File: src/keyframe_vector_interpolator_defines.svh
// assertion macros for the keyframe vector interpolator
// no dependencies; included by files that check their own logic
`ifndef KEYFRAME_VECTOR_INTERPOLATOR_DEFINES_SVH
`define KEYFRAME_VECTOR_INTERPOLATOR_DEFINES_SVH
`ifndef SYNTHESIS
`define KVI_ASSERT_IMPL(lbl, clk, rst_n, ante, cons, msg) \
    lbl: assert property (@(posedge clk) disable iff (!rst_n) (ante) |-> (cons)) \
        else $error(msg);
`define KVI_ASSERT_NEXT(lbl, clk, rst_n, ante, cons, msg) \
    lbl: assert property (@(posedge clk) disable iff (!rst_n) (ante) |=> (cons)) \
        else $error(msg);
`else
`define KVI_ASSERT_IMPL(lbl, clk, rst_n, ante, cons, msg)
`define KVI_ASSERT_NEXT(lbl, clk, rst_n, ante, cons, msg)
`endif
`endif

File: src/kvi_pkg.sv
// shared types and constants of the keyframe vector interpolator
// no dependencies
package kvi_pkg;

    localparam int unsigned KVI_MAX_KEYS = 64;
    localparam int unsigned TIME_W = 24;
    localparam int unsigned VAL_W  = 32;
    localparam int unsigned IDX_W  = 6;
    localparam int unsigned KC_W   = 7;
    localparam int unsigned FAC_W  = 16;
    localparam int unsigned APB_AW = 3;
    localparam int unsigned APB_DW = 32;

    localparam logic FUNC_WRITE = 1'b0;
    localparam logic FUNC_QUERY = 1'b1;

    // register select bit of paddr
    localparam logic REG_KEY_COUNT = 1'b0;
    localparam logic [KC_W-1:0] KEY_COUNT_RST = 7'd1;

    typedef enum logic [3:0] {
        S_IDLE,
        S_START,
        S_SGL_W,
        S_SGL_FIN,
        S_SCAN,
        S_PAST_W,
        S_PAST_FIN,
        S_SEG_W,
        S_DIV_INIT,
        S_DIV,
        S_MUL,
        S_ACC,
        S_OUT
    } t_kvi_state;

    typedef struct packed {
        logic       mem_we;
        logic       ld_q;
        logic       rd_en;
        logic       cap_a;
        logic       cap_b;
        logic       div_init;
        logic       div_step;
        logic       mul_go;
        logic       acc_go;
        logic       fin_copy;
        logic       fin_past;
        logic       out_load;
        logic [1:0] comp;
    } t_kvi_cmd;

    typedef struct packed {
        logic q_lt_rd;
        logic q_ge_a;
    } t_kvi_sts;

endpackage

File: src/kvi_ctrl.sv
// controller: sequences key scan, division and per-component blend
// depends on kvi_pkg
module kvi_ctrl #(
    parameter int unsigned MAX_KEYS = kvi_pkg::KVI_MAX_KEYS,
    parameter int unsigned AW = $clog2(MAX_KEYS)
) (
    input  logic                     i_clk,
    input  logic                     i_rst_n,
    input  logic                     i_in_valid,
    input  logic                     i_in_func,
    output logic                     o_in_ready,
    output logic                     o_out_valid,
    input  logic                     i_out_ready,
    input  logic [kvi_pkg::KC_W-1:0] i_key_count,
    input  kvi_pkg::t_kvi_sts        i_sts,
    output kvi_pkg::t_kvi_cmd        o_cmd,
    output logic [AW-1:0]            o_rd_addr,
    output logic [kvi_pkg::IDX_W-1:0] o_seg
);
    import kvi_pkg::*;

    localparam int unsigned CW = $clog2(MAX_KEYS + 1);
    localparam int unsigned NW = (CW > KC_W) ? CW : KC_W;
    localparam int unsigned EW = CW + IDX_W;

    t_kvi_state r_state, n_state;
    logic [CW-1:0] r_i, n_i;
    logic [3:0]    r_cnt, n_cnt;
    logic [1:0]    r_comp, n_comp;
    logic          r_out_vld, n_out_vld;

    logic [NW-1:0] kc_w;
    logic [NW-1:0] n_w;
    logic [CW-1:0] n_keys, i1, i2, n_last;
    logic [EW-1:0] seg_i_ext, seg_last_ext;
    logic          accept;

    // clamp key count to 1..MAX_KEYS
    always_comb begin
        kc_w = NW'(i_key_count);
        if (kc_w == '0) begin
            n_w = NW'(1);
        end else if (kc_w > NW'(MAX_KEYS)) begin
            n_w = NW'(MAX_KEYS);
        end else begin
            n_w = kc_w;
        end
    end

    assign n_keys = n_w[CW-1:0];
    assign i1 = r_i + CW'(1);
    assign i2 = r_i + CW'(2);
    assign n_last = n_keys - CW'(1);
    assign seg_i_ext = EW'(r_i);
    assign seg_last_ext = EW'(n_last);
    assign accept = i_in_valid && (r_state == S_IDLE);

    always_comb begin
        n_state = r_state;
        n_i = r_i;
        n_cnt = r_cnt;
        n_comp = r_comp;
        case (r_state)
            S_IDLE: begin
                if (accept && i_in_func == FUNC_QUERY) begin
                    n_state = S_START;
                end
            end
            S_START: begin
                n_i = '0;
                n_state = (n_keys == CW'(1)) ? S_SGL_W : S_SCAN;
            end
            S_SGL_W:   n_state = S_SGL_FIN;
            S_SGL_FIN: n_state = S_OUT;
            S_SCAN: begin
                if (i_sts.q_lt_rd) begin
                    n_state = S_SEG_W;
                end else if (i2 >= n_keys) begin
                    n_state = S_PAST_W;
                end else begin
                    n_i = i1;
                end
            end
            S_PAST_W:   n_state = S_PAST_FIN;
            S_PAST_FIN: n_state = S_OUT;
            S_SEG_W:    n_state = S_DIV_INIT;
            S_DIV_INIT: begin
                n_cnt = '0;
                n_state = S_DIV;
            end
            S_DIV: begin
                n_cnt = r_cnt + 4'd1;
                if (r_cnt == 4'd15) begin
                    n_comp = '0;
                    n_state = S_MUL;
                end
            end
            S_MUL: n_state = S_ACC;
            S_ACC: begin
                if (r_comp == 2'd2) begin
                    n_state = S_OUT;
                end else begin
                    n_comp = r_comp + 2'd1;
                    n_state = S_MUL;
                end
            end
            S_OUT: begin
                if (!r_out_vld || i_out_ready) begin
                    n_state = S_IDLE;
                end
            end
            default: n_state = S_IDLE;
        endcase
    end

    always_comb begin
        o_cmd = '0;
        o_cmd.comp = r_comp;
        o_rd_addr = '0;
        o_seg = '0;
        o_in_ready = 1'b0;
        case (r_state)
            S_IDLE: begin
                o_in_ready = 1'b1;
                o_cmd.ld_q = accept && (i_in_func == FUNC_QUERY);
                o_cmd.mem_we = accept && (i_in_func == FUNC_WRITE);
            end
            S_START: begin
                o_cmd.rd_en = 1'b1;
                o_rd_addr = (n_keys == CW'(1)) ? '0 : AW'(1);
            end
            S_SGL_W: o_cmd.cap_a = 1'b1;
            S_SGL_FIN: begin
                o_cmd.fin_copy = 1'b1;
                o_cmd.fin_past = i_sts.q_ge_a;
            end
            S_SCAN: begin
                o_cmd.rd_en = 1'b1;
                if (i_sts.q_lt_rd) begin
                    o_cmd.cap_b = 1'b1;
                    o_rd_addr = r_i[AW-1:0];
                end else if (i2 >= n_keys) begin
                    o_rd_addr = n_last[AW-1:0];
                end else begin
                    o_rd_addr = i2[AW-1:0];
                end
            end
            S_PAST_W: o_cmd.cap_a = 1'b1;
            S_PAST_FIN: begin
                o_cmd.fin_copy = 1'b1;
                o_cmd.fin_past = 1'b1;
                o_seg = seg_last_ext[IDX_W-1:0];
            end
            S_SEG_W:    o_cmd.cap_a = 1'b1;
            S_DIV_INIT: o_cmd.div_init = 1'b1;
            S_DIV:      o_cmd.div_step = 1'b1;
            S_MUL:      o_cmd.mul_go = 1'b1;
            S_ACC: begin
                o_cmd.acc_go = 1'b1;
                o_seg = seg_i_ext[IDX_W-1:0];
            end
            S_OUT: o_cmd.out_load = !r_out_vld || i_out_ready;
            default: o_cmd = '0;
        endcase
    end

    always_comb begin
        if (o_cmd.out_load) begin
            n_out_vld = 1'b1;
        end else if (i_out_ready) begin
            n_out_vld = 1'b0;
        end else begin
            n_out_vld = r_out_vld;
        end
    end

    assign o_out_valid = r_out_vld;

    always_ff @(posedge i_clk) begin
        if (!i_rst_n) begin
            r_state <= S_IDLE;
            r_i <= '0;
            r_cnt <= '0;
            r_comp <= '0;
            r_out_vld <= 1'b0;
        end else begin
            r_state <= n_state;
            r_i <= n_i;
            r_cnt <= n_cnt;
            r_comp <= n_comp;
            r_out_vld <= n_out_vld;
        end
    end
endmodule

File: config.mk
export PLATFORM = sky130hd
export DESIGN_NAME = kvi_ctrl
export DESIGN_NICKNAME = d
export VERILOG_FILES = /design/src/keyframe_vector_interpolator_defines.svh /design/src/kvi_pkg.sv /design/src/kvi_ctrl.sv
export SDC_FILE = /design/constraint.sdc
export NUM_CORES = 1
export LEC_CHECK = 0
export ABC_AREA = 1
export ABC_CLOCK_PERIOD_IN_PS = 2600
export BUFFER_PORTS_ARGS = -buffer_cell sky130_fd_sc_hd__clkbuf_2
export CAP_MARGIN = 20
export CELL_PAD_IN_SITES_DETAIL_PLACEMENT = 1
export CELL_PAD_IN_SITES_GLOBAL_PLACEMENT = 2
export CORE_UTILIZATION = 28
export DETAILED_ROUTE_END_ITERATION = 8
export PLACE_DENSITY = 0.78
export SLEW_MARGIN = 20
export SYNTH_ARGS = -nofsm -noshare
export SYNTH_HDL_FRONTEND = slang
export SYNTH_SLANG_ARGS = --single-unit
File: constraint.sdc
create_clock -name i_clk -period 2.6 [get_ports i_clk]
set_clock_uncertainty 0.05 [all_clocks]
set_input_delay 0 -clock i_clk [delete_from_list [all_inputs] [get_ports i_clk]]
set_output_delay 0 -clock i_clk [all_outputs]
set_load 0.02 [all_outputs]
# Word-level counts from Yosys, hierarchy flattened
# Index checks and enable logic that the tools add are counted.
# word_totals
regBits	18
in_bits	14
out_inout_bits	28
wordCells	90
# classes
n_addsub	5
magnitude_cmp	2
eq_ne	22
muxes	37
bitwise	1
reduce_logical	18
# op_table
op	n
$pmux W4 S12	1
$mux W7	4
$eq A4 B4 Y1 const B	6
$pmux W6 S2	2
$mux W4	5
$eq A4 B3 Y1 const B	4
$pmux W7 S2	1
$mux W1	13
$reduce_or A13 Y1	1
$mux W6	2
$ne A2 B2 Y1 const B	5
$eq A4 B2 Y1 const B	2
$mux W2	4
$pmux W2 S2	2
$pmux W4 S2	1
$reduce_bool A2 Y1	4
$add A7 B1 Y7 const B	1
$add A7 B2 Y7 const B	1
$eq A7 B1 Y1 const B	1
$ge A7 B7 Y1	1
$gt A7 B7 Y1 const B	1
$logic_not A7 Y1	1
$mux W3	2
$reduce_and A3 Y1	2
other kinds (15)	18

# Logic depth before layout (Yosys ltp)
# Gate-level depths: netlist (run 1).
# depth
ltp_word	7
mapped_depth	15

# Worst setup path after synthesis (run 1)
# OpenSTA, ideal clock, no wires.
# synth_timing
kind	flip-flop to output port
start	register r_i[2]
end	output port o_rd_addr[0]
arrival_ps	2481
required_time_ps	2550
slack_ps	69
path_stages_with_launch	13
n_path_buf	1
path_cell_list	dfxtp_1 ha_1 nand2_1 nor2_1 xor2_1 inv_1 ha_1 nand2_1 o21a_1 nand2_1 clkbuf_1 a21oi_1 o21ai_0
# synth_via
elab_chain_len	5
# synth_rtl
item	line_no	text
from (decl)	kvi_ctrl.sv:27	logic [CW-1:0] r_i, n_i;
from (signal assigned)	kvi_ctrl.sv:188	r_i <= n_i;
$add A7 B2 Y7	kvi_ctrl.sv:52	assign i2 = r_i + CW'(2);
$ge A7 B7 Y1	kvi_ctrl.sv:142	end else if (i2 >= n_keys) begin
$mux W6	kvi_ctrl.sv:142	
$mux W6	kvi_ctrl.sv:139	if (i_sts.q_lt_rd) begin
$pmux W6 S2	kvi_ctrl.sv:122	case (r_state)
to (decl)	kvi_ctrl.sv:17	output logic [AW-1:0] o_rd_addr,
# Every way passes these cells.

# Final worst setup path (run 1)
# layout_timing
start	register r_i[2]
end	output port o_rd_addr[4]
# layout_via
elab_chain_len	5
# layout_rtl
item	line_no
$add A7 B2 Y7 *	kvi_ctrl.sv:52
$ge A7 B7 Y1	kvi_ctrl.sv:142
$mux W6 *	kvi_ctrl.sv:142
$mux W6 *	kvi_ctrl.sv:139
$pmux W6 S2 *	kvi_ctrl.sv:122
# Mark *: on every way between the ends. The rest lies on a longest branch, timed or not.

==> out/summary.txt, run 1 <==
largest family of logic cells by synthesized area - simple AND/OR/NAND/NOR gates
Clk pin slew, worst setup/hold paths - 70 ps
post-synth top area share - 20.9%
Final Hold Fails - 0
combinational cell fraction of total power - 61.2%
Slew Viols, Final - 0
I/O Pins - 42
vias in the first global route - 1,836
min-delay src - i_in_valid
gr ovfl total - 0
vias per cell - 4.81
pre-CTS setup slack - -67.0 ps
min-delay worst type - input pin to flip-flop
Worst VDD drop - 0.000451 V
height of the die - 80.5 um
Hold Slack - 106 ps
post-synthesis cell count - 278
CP startpoint kind - flip-flop
n_diodes - 0
Pwr Density - 643 nW/um^2
final WL - 5.76 mm
Worst Setup SP - r_i[2]
top cells by area, synth - dfxtp_1 (21%), nand2_1 (12%), ha_1 (9.4%)
Post-synth EDFFs - 0
Die Span X - 80.5 um
DP HPWL - 4.51 mm
syn nets - 305
placed insts - 395
outcome - finished clean
clock latency on the worst-skew pair - 260 ps
PortBufs - 41
Net Sw Frac - 50.3%
Post-Synth Adder-Cell Area - 9.42%
Lkg Pwr - 1.10 nW
sw power - 758 uW
sequential share of the synthesized area - 20.9%
r2r worst-path depth - 16
H-tree depth - 1
Max-cap violations - 0
initial core utilization - 29.2%
Worst R2R Setup Slack - 80 ps
1st-pass router iterations - 4
Yosys reg bits - 18
Rows - 28
Fin Setup TNS - 0 ps
synthesized area - 1730 um^2
fmax - 396 MHz
Core Util, Final - 39.5%
clock power share - 15.4%
post-route ant nets - 0
most common cell after layout, fill and taps aside - nand2_1
post-layout min period - 2520 ps
sequential fraction of design power - 23.4%
Top FF cell, synth - dfxtp_1
Synth Area in XOR/XNOR - 5.58%
CP endpoint kind - output pin
CP required - 2550 ps
Overall Global Routing Usage - 17.7%
first-pass GRT wire length - 8.89 mm
Vias - 1,971
Final WS setup - 75.9 ps
residual DRC count - 0
Worst-Margin Slew - 518 ps
Power Internal - 748 uW
Worst slew margin - 65.4%
non-filler instance count after layout - 410
Final Cycle Share - 97.1%
CP arrival - 2470 ps
area leader, netlist - dfxtp_1
clock buffer depth - 2
commonest non-fill, non-tap cells in the layout - nand2_1 (50), clkbuf_2 (36), inv_1 (34), nor2_1 (32), a21oi_1 (23)
Synth Area in Compound Gates - 19.9%
Root Driver - clkbuf_8
Final Setup Violations - 0
final-stage net count - 363
layout cells sized above 1 - 30.4%
largest net degree at the start of global routing - 15
crit path kind - flip-flop to output pin
worst-path fanout max - 5
Unique masters post-synth - 34
async set-reset flop share out of synthesis - 0%
last weighted congestion value of the routability-driven placer - 0.783
CORE AREA - 5920 um^2
CTS tree - built
syn_area_per_cell - 6.21 um^2
simple-gate share of the synthesized area - 33.8%
# clock sinks - 18
post-synthesis mux area share - 0%
Area Overhead vs Synth - 35.6%
Avg WL per Cell - 14.1 um
hold depth - 5
Initial DRC Count - 52
area of the die - 6480 um^2
yosys warns - 0
initial antenna violation count - 0
total CTS buffers - 3
worst r2r src - r_i[2]
## cells by family (layout without fill, tap and decap cells)
logic type | count (synthesis) | count (layout)
buffers and inverters | 45 | 101
XOR/XNOR | 11 | 11
AND/OR/NAND/NOR | 130 | 131
flip-flops | 18 | 18
AO/OA/AOI/OAI | 61 | 61
adder cells (fa/ha/maj) | 13 | 13
## metal layers
metal	track usage [%]	part of all wire [%]
met2	29.7	49
met5	0	0
met3	2.16	1.8
met4	2.32	0.35
met1	24.5	49
## power by group through the flow
stage / Combinational, mW / Clock [mW] / Sequential, mW
final: 0.922 / 0.232 / 0.352
after global routing: 1.03 / 0.248 / 0.357
after CTS: 0.843 / 0.239 / 0.355
after detailed placement: 0.830 / 0 / 0.362
after global placement: 0.827 / 0 / 0.362
after floorplan: 0.603 / 0 / 0.353
## final timing paths
path,endpoint
setup / recovery,o_rd_addr[4]
hold / removal,r_state[3]
setup reg to reg,r_i[2]
hold reg to reg,r_cnt[0]
## flip-flops by register name, summed over array words and instances (netlist names)
signal	count
r_state	4
r_i	7
o_out_valid	1
r_cnt	4
r_comp	2
## cells in the mapped netlist (2+ instances only)
cell type and count:
o21ai_2 2, dfxtp_1 18, clkbuf_1 2, xor2_1 8, o21ai_0 21, nand3_1 19
inv_2 5, nand4_1 4, a21oi_1 25, nor2_1 35, nor3_1 4, nand3b_1 2
o22ai_1 4, xnor2_1 3, nand2_2 6, ha_1 13, inv_1 34, nor2_4 2
nand2_1 56
## through the flow
stage / area (um^2) / power, mW
3_5_place_dp: 2040 / 1.19
5_1_grt: 2340 / 1.63
2_1_floorplan: 1730 / 0.956
3_3_place_gp: 2040 / 1.19
4_1_cts: 2170 / 1.44
6_report: 2340 / 1.51
## repair_timing
item                       CTS  global route
gates cloned                 1             0
hold endpoints to repair     4             0
buffers inserted             1             7
gates resized for setup     13            38
hold buffers                 2             0
setup endpoints to repair    6            17
pin swaps                    5            20
## final cells by class
cell class,instances,area (um^2)
Timing Repair Buffer,58,362
Sequential cell,18,370
Tap cell,75,93.8
Inverter,39,146
Clock buffer,4,55.1
Multi-Input combinational cell,216,1310
Fill cell,767,3580
## critical path, cell delays in order (launching register included)
cell and delay, ps:
dfxtp_4 370, buf_6 110, nand2_4 40, nor2_2 140
nand2_2 80, xnor2_2 150, ha_1 320, nand2_1 70
inv_1 40, nor2_1 140, o21a_4 180, buf_6 110
nand2_8 60, o21ai_2 130, a21oi_1 80, buf_4 180
Power figures use the tool's default switching activity.
==> inputs of run 2 (changes only) <==
Settings changed: REMOVE_ABC_BUFFERS set to 1.
==> run 2 against run 1 <==
Critical path depth fell by 1; maximum frequency shrank 0.51%; largest cell class unchanged; utilization grew 0.23 points; wire length is 2.0% higher; largest power group unchanged; total power down 4.2%; non-clock buffer count is 4 higher; first-iteration DRC count up 92%; die area stayed put; critical endpoint is now o_rd_addr[3]; clock power rose by 2%; cell count increased by 0.73%; highest routed layer unchanged; global-route usage grew 0.38 points; critical path type unchanged.
==> out/summary.txt, run 2 (synthesis results as in run 1) <==
outcome - finished clean
CTS tree - built
post-layout min period - 2540 ps (+12.8 ps)
first-pass GRT wire length - 8.96 mm (+0.70%)
post-route cell area - 2350 um^2 (+0.59%)
area of the die - 6480 um^2 (unchanged)
PortBufs - 41 (unchanged)
final WL - 5.88 mm (+2.0%)
Pwr Density - 612 nW/um^2 (-4.8%)
post-route ant nets - 0 (unchanged)
family with the most delay on the worst path - simple AND/OR/NAND/NOR gates
H-tree depth - 1 (unchanged)
Clk pin slew, worst setup/hold paths - 80 ps (about the same)
height of the die - 80.5 um (unchanged)
CORE AREA - 5920 um^2 (unchanged)
Max Used Layer - met4
DP HPWL - 4.58 mm (+1.4%)
Max-cap violations - 0 (unchanged)
Slew Viols, Final - 0 (unchanged)
initial core utilization - 29.2% (unchanged)
Crit path largest cell delay - 390 ps (+20 ps)
CP required - 2550 ps (about the same)
worst-path fanout max - 5 (unchanged)
clock buffer depth - 2 (unchanged)
Fin Setup TNS - 0 ps (unchanged)
largest net degree at the start of global routing - 15 (unchanged)
Hold Slack - 99.0 ps (-6.71 ps)
leading registers by flop count - r_i x7, r_cnt x4, r_state x4
# clock sinks - 18 (unchanged)
met3 WL - 155 um (+48%)
Die Span X - 80.5 um (unchanged)
vias per cell - 4.80 (about the same)
met2 wire len - 2.86 mm (+2.2%)
CP endpoint kind - output pin
CP startpoint kind - flip-flop
Avg WL per Cell - 14.2 um (+1.3%)
last weighted congestion value of the routability-driven placer - 0.790 (+0.91%)
fmax - 394 MHz (-0.51%)
1st-pass router iterations - 4 (unchanged)
Worst-Margin Slew - 516 ps (-1.88 ps)
non-filler instance count after layout - 413 (+0.73%)
Final Hold Fails - 0 (unchanged)
crit-path cells - ha_4 -> nand2_4 -> nor2_4 -> xor2_1 -> inv_1 -> ha_4 -> nand2_2 -> nor2_2 -> o21ai_2 -> nand2_2 -> buf_6 -> nand3_2 -> a31oi_1 -> buf_4
Largest register FFs - 7 (unchanged)
clock latency on the worst-skew pair - 260 ps (about the same)
DRT met1 WL - 2.85 mm (+0.39%)
Worst Setup SP - r_i[2]
worst r2r src - r_i[3]
initial antenna violation count - 0 (unchanged)
Worst slew margin - 65.6% (+0.13 points)
Rows - 28 (unchanged)
residual DRC count - 0 (unchanged)
commonest non-fill, non-tap cells in the layout - nand2_1 (49), clkbuf_2 (35), inv_1 (33), nor2_1 (30), a21oi_1 (23)
Final Cycle Share - 97.6% (+0.49 points)
slowest CP cell - dfxtp_4
Most flops, register - r_i
vias in the first global route - 1,846 (+0.54%)
gr ovfl total - 0 (unchanged)
fill count - 803 (+4.7%)
total CTS buffers - 3 (unchanged)
Area Overhead vs Synth - 36.4%
final-stage net count - 366 (+0.83%)
layout cells sized above 1 - 32.2% (+1.8 points)
WP buf/inv - 3 (-1)
crit path kind - flip-flop to output pin
min-delay worst type - input pin to flip-flop
Initial DRC Count - 100 (+92%)
Worst VDD drop - 0.000376 V (-17%)
Vias - 1,984 (+0.66%)
Final Setup Violations - 0 (unchanged)
Placed Area - 2050 um^2 (+0.37%)
I/O Pins - 42 (unchanged)
min-delay src - i_in_valid
Lkg Pwr - 1.13 nW (+1.9%)
Overall Global Routing Usage - 18.0% (+0.38 points)
Root Driver - clkbuf_8
most common cell after layout, fill and taps aside - nand2_1
Power, Total - 1.44 mW (-4.2%)
placed insts - 396 (+0.25%)
CP arrival - 2490 ps (+20 ps)
n_diodes - 0 (unchanged)
-- run 2: changes by cell type in the layout (fill, tap and decap cells not counted), sizes merged --
cell    delta
buf        +5
clkbuf     -1
nand2      -1
-- run 2: worst paths after layout --
| path | end | slack (ps) | depth (start not counted) |
|---|---|---|---|
| max | o_rd_addr[3] | 60 | 14 |
| min | r_state[3] | 100 | 5 |
| max reg2reg | r_i[3] | 140 | 15 |
| min reg2reg | r_cnt[0] | 430 | 1 |
-- run 2: report_power, final --
group	total, mW	switching [mW]	internal [mW]
clock	0.236	0.102	0.135
combinational	0.857	0.603	0.254
sequential	0.349	0.0428	0.306
-- run 2: worst reg2reg max path: cells and delay by family, from the launching register on --
| family | cells | cell delay [ps] |
|---|---|---|
| AND/OR/NAND/NOR | 9 | 1020 |
| flip-flops | 1 | 390 |
| adder cells (fa/ha/maj) | 1 | 340 |
| AO/OA/AOI/OAI | 2 | 240 |
| buffers and inverters | 2 | 180 |
| XOR/XNOR | 1 | 140 |
-- run 2: what timing repair did --
action / 4_1_cts / 5_1_grt
gates cloned: 0 / 1
setup endpoints to repair: 6 / 14
setup buffers: 2 / 8
gates resized for setup: 14 / 39
hold buffers: 2 / 0
endpoints found under the hold margin: 5 / 0
pin swaps: 3 / 16
-- run 2: cell type report --
| class | count | area (um^2) | area share, % |
|---|---|---|---|
| clock buffers | 4 | 55.1 | 2.34 |
| inverters | 39 | 146 | 6.22 |
| multi-input cells | 215 | 1290 | 54.8 |
| flip-flops and latches | 18 | 377 | 16.0 |
| well taps | 75 | 93.8 | 3.99 |
| repair buffers | 62 | 392 | 16.6 |
-- run 2: stage by stage --
stage / util (%) / setup slack, ps
final: 39.8 / 63.1
after detailed placement: 34.6 / 84.4
after floorplan: - / 159
after CTS: 36.7 / -12.2
after global routing: 39.8 / -75.7
after global placement: 34.6 / 131
-- run 2: metal layers --
metal  GRT usage, %  vias up
li1               -     1027
met1           24.8      928
met2           30.3       27
met3           2.73        2
met4           2.14        0
met5              0        -
==> inputs of run 3 (changes only) <==
Settings changed: ABC_AREA 1 to not set, CORE_UTILIZATION 28 to 30, CTS_CLUSTER_DIAMETER set to 60.
==> run 3 against run 2 <==
Global-route usage is 2.3 points higher; flip-flop and latch count unchanged; total power down 3.5%; synthesized cell count is 7.9% lower; sequential share of layout area decreased by 1.0 points; via count up 3.9%; worst setup slack worse by 6.1 ps; wire length up 4.8%; clock-buffer cell count stayed put; sequential power is 1% lower.
==> out/summary.txt, run 3 <==
Clk pin slew, worst setup/hold paths - 70 ps (about the same)
min-delay worst type - input pin to flip-flop
last weighted congestion value of the routability-driven placer - 0.818 (+3.5%)
Largest register FFs - 7 (unchanged)
min-delay src - i_out_ready
CP required - 2550 ps (about the same)
outcome - finished clean
clock buffer depth - 2 (unchanged)
M2 GR Usage - 37.1% (+6.9 points)
Hold Crit Endpoint - o_out_valid
top cells by area, synth - dfxtp_1 (20%), ha_1 (8.8%), nand2_1 (6.5%)
Most flops, register - r_i
Synth top cells by count - nand2_1 (32), nor2_1 (30), dfxtp_1 (18)
synthesized area - 1850 um^2 (+7.0%)
Net Sw Frac - 46.8% (-5.0 points)
yosys warns - 0 (unchanged)
Yosys reg bits - 18 (unchanged)
Root Driver - clkbuf_8
fill count - 780 (-2.9%)
sw power - 651 uW (-13%)
post-route ant nets - 0 (unchanged)
Final Setup Violations - 0 (unchanged)
Overall Global Routing Usage - 20.4% (+2.3 points)
fmax - 393 MHz (-0.24%)
clock latency on the worst-skew pair - 260 ps (about the same)
n_diodes - 0 (unchanged)
Final Cycle Share - 97.8% (+0.23 points)
Avg WL per Cell - 15.8 um (+11%)
gr ovfl total - 0 (unchanged)
most common cell after layout, fill and taps aside - clkbuf_2
sequential share of the synthesized area - 19.5% (-1.4 points)
final WL - 6.16 mm (+4.8%)
Area Overhead vs Synth - 31.6%
CP endpoint kind - output pin
Final Hold Fails - 0 (unchanged)
Rows - 28 (unchanged)
Worst slew margin - 60.0% (-5.6 points)
vias in the first global route - 2,052 (+11%)
Slew Viols, Final - 0 (unchanged)
CTS tree - built
Unique masters post-synth - 57 (+68%)
Vias - 2,062 (+3.9%)
commonest non-fill, non-tap cells in the layout - clkbuf_2 (38), nand2_1 (30), nor2_1 (29), buf_4 (29), dfxtp_1 (15)
hold depth - 3 (-2)
Pwr Density - 573 nW/um^2 (-6.4%)
Lkg Pwr - 1.07 nW (-5.2%)
area of the die - 6470 um^2 (-0.16%)
DP HPWL - 4.76 mm (+3.9%)
height of the die - 80.5 um (about the same)
final-stage net count - 342 (-6.6%)
worst r2r src - r_i[2]
post-route cell area - 2430 um^2 (+3.2%)
H-tree depth - 1 (unchanged)
I/O Pins - 42 (unchanged)
Worst-Margin Slew - 585 ps (+69.0 ps)
Worst VDD drop - 0.000431 V (+15%)
Post-CTS Hold Fix Bufs - 0 (-2)
clock power share - 16.9% (+0.5 points)
Post-synth EDFFs - 0 (unchanged)
async set-reset flop share out of synthesis - 0% (unchanged)
syn_area_per_cell - 7.21 um^2 (+16%)
R2R Path End - r_i[4]
busiest layer in global routing - met2
CORE AREA - 5920 um^2 (unchanged)
worst-path fanout max - 6 (+1)
GR Layer Usage met1 - 25.2% (+0.41 points)
PortBufs - 41 (unchanged)
crit path kind - flip-flop to output pin
CP arrival - 2490 ps (about the same)
Top FF cell, synth - dfxtp_1
Power, Total - 1.39 mW (-3.5%)
area leader, netlist - dfxtp_1
met3 Use GR - 2.50% (-0.23 points)
Placed Area - 2240 um^2 (+9.3%)
Initial DRC Count - 47 (-53%)
Power Internal - 741 uW (+6.6%)
1st-pass router iterations - 4 (unchanged)
Die Span X - 80.5 um (about the same)
most frequent cell after synthesis - nand2_1
combinational cell fraction of total power - 58.4% (-1.0 points)
vias per cell - 5.30 (+10%)
initial core utilization - 31.2% (+2.0 points)
post-layout min period - 2540 ps (+6.07 ps)
leading registers by flop count - r_i x7, r_cnt x4, r_state x4
sequential fraction of design power - 24.7% (+0.5 points)
unrepaired setup endpoints after global routing - true
Max-cap violations - 0 (unchanged)
residual DRC count - 0 (unchanged)
initial antenna violation count - 0 (unchanged)
CP startpoint kind - flip-flop
layout cells sized above 1 - 30.6% (-1.7 points)
largest net degree at the start of global routing - 22 (+7)
# clock sinks - 18 (unchanged)
Worst R2R Setup Slack - 120 ps (-20 ps)
total CTS buffers - 3 (unchanged)
post-synth top area share - 19.5% (-1.4 points)
first-pass GRT wire length - 10.1 mm (+13%)
r2r worst-path depth - 10 (-5)
post-synthesis cell count - 256 (-7.9%)
## run 3: cell count changes in the layout (fill, tap and decap cells not counted), sizes merged, moves of 10 or more
cell and delta:
inv -32, nand2 -30, a21oi -16, o21ai -14
nor2b +12, nand3 -10
## run 3: final cells by class
cell class | count | area, um^2 | share of cell area [%]
clock buffer | 4 | 55.1 | 2.27
inverter | 8 | 30.0 | 1.24
multi-input combinational | 215 | 1460 | 59.9
sequential | 18 | 364 | 15.0
tap | 75 | 93.8 | 3.86
timing repair buffer | 69 | 430 | 17.7
## run 3: worst max-delay path: stages, from the launching register on
cell	delay, ps
dfxtp_2	360
ha_2	190
nand3_2	90
xnor2_2	150
ha_1	290
nand2_2	80
o21ai_2	190
a21oi_2	60
buf_4	170
or3_1	320
a31oi_2	160
buf_4	170
## run 3: timing repair
| item | in CTS | in global routing |
|---|---|---|
| setup endpoints to repair | 4 | 10 |
| buffers inserted | 4 | 3 |
| cloned | 0 | 0 |
| resized for setup | 10 | 15 |
| pin swaps | 5 | 7 |
## run 3: kinds of logic (layout without fill, tap and decap cells)
| family | after synthesis | count (layout) | share of synthesized area [%] |
|---|---|---|---|
| simple gates | 128 | 128 | 37.0 |
| compound gates | 61 | 61 | 23.4 |
| buf+inv | 23 | 81 | 4.95 |
| flops | 18 | 18 | 19.5 |
| fa+ha+maj | 13 | 13 | 8.81 |
| xor+xnor | 11 | 11 | 5.22 |
| mux | 2 | 2 | 1.08 |
## run 3: power groups by stage
stage	combinational, mW	sequential (mW)	clock (mW)
6_report	0.813	0.344	0.235
5_1_grt	0.898	0.352	0.259
4_1_cts	0.807	0.344	0.242
3_5_place_dp	0.797	0.351	0
3_3_place_gp	0.791	0.349	0
2_1_floorplan	0.479	0.385	0
## run 3: metal layers
metal	routed length, um	up-vias
met5	0	-
met4	74	0
met3	152	6
met2	3080	32
met1	2860	989
li1	-	1035
## run 3: worst max-delay path by stage
stage | slack, ps | cells after the start | to | startpoint
2_1_floorplan | -140 | 9 | o_rd_addr[0] | r_i[1]
5_1_grt | -70 | 11 | o_rd_addr[3] | r_i[1]
3_3_place_gp | 80 | 10 | r_i[3] | r_i[3]
4_1_cts | 3 | 11 | o_rd_addr[3] | r_i[1]
6_report | 60 | 11 | o_rd_addr[1] | r_i[1]
3_5_place_dp | 30 | 12 | r_i[6] | i_key_count[2]
## run 3: metrics by stage
step	util (%)	cells	hold slack (ps)	setup WS, ps	TNS, ps
finish	41.0	389	59.8	57.0	0
global route	41.0	389	62.8	-66.5	-154
CTS	39.8	386	61.3	2.67	0
detailed placement	37.9	378	230	26.2	0
global placement	37.9	378	227	82.0	0
floorplan	-	241	29.8	-140	-264
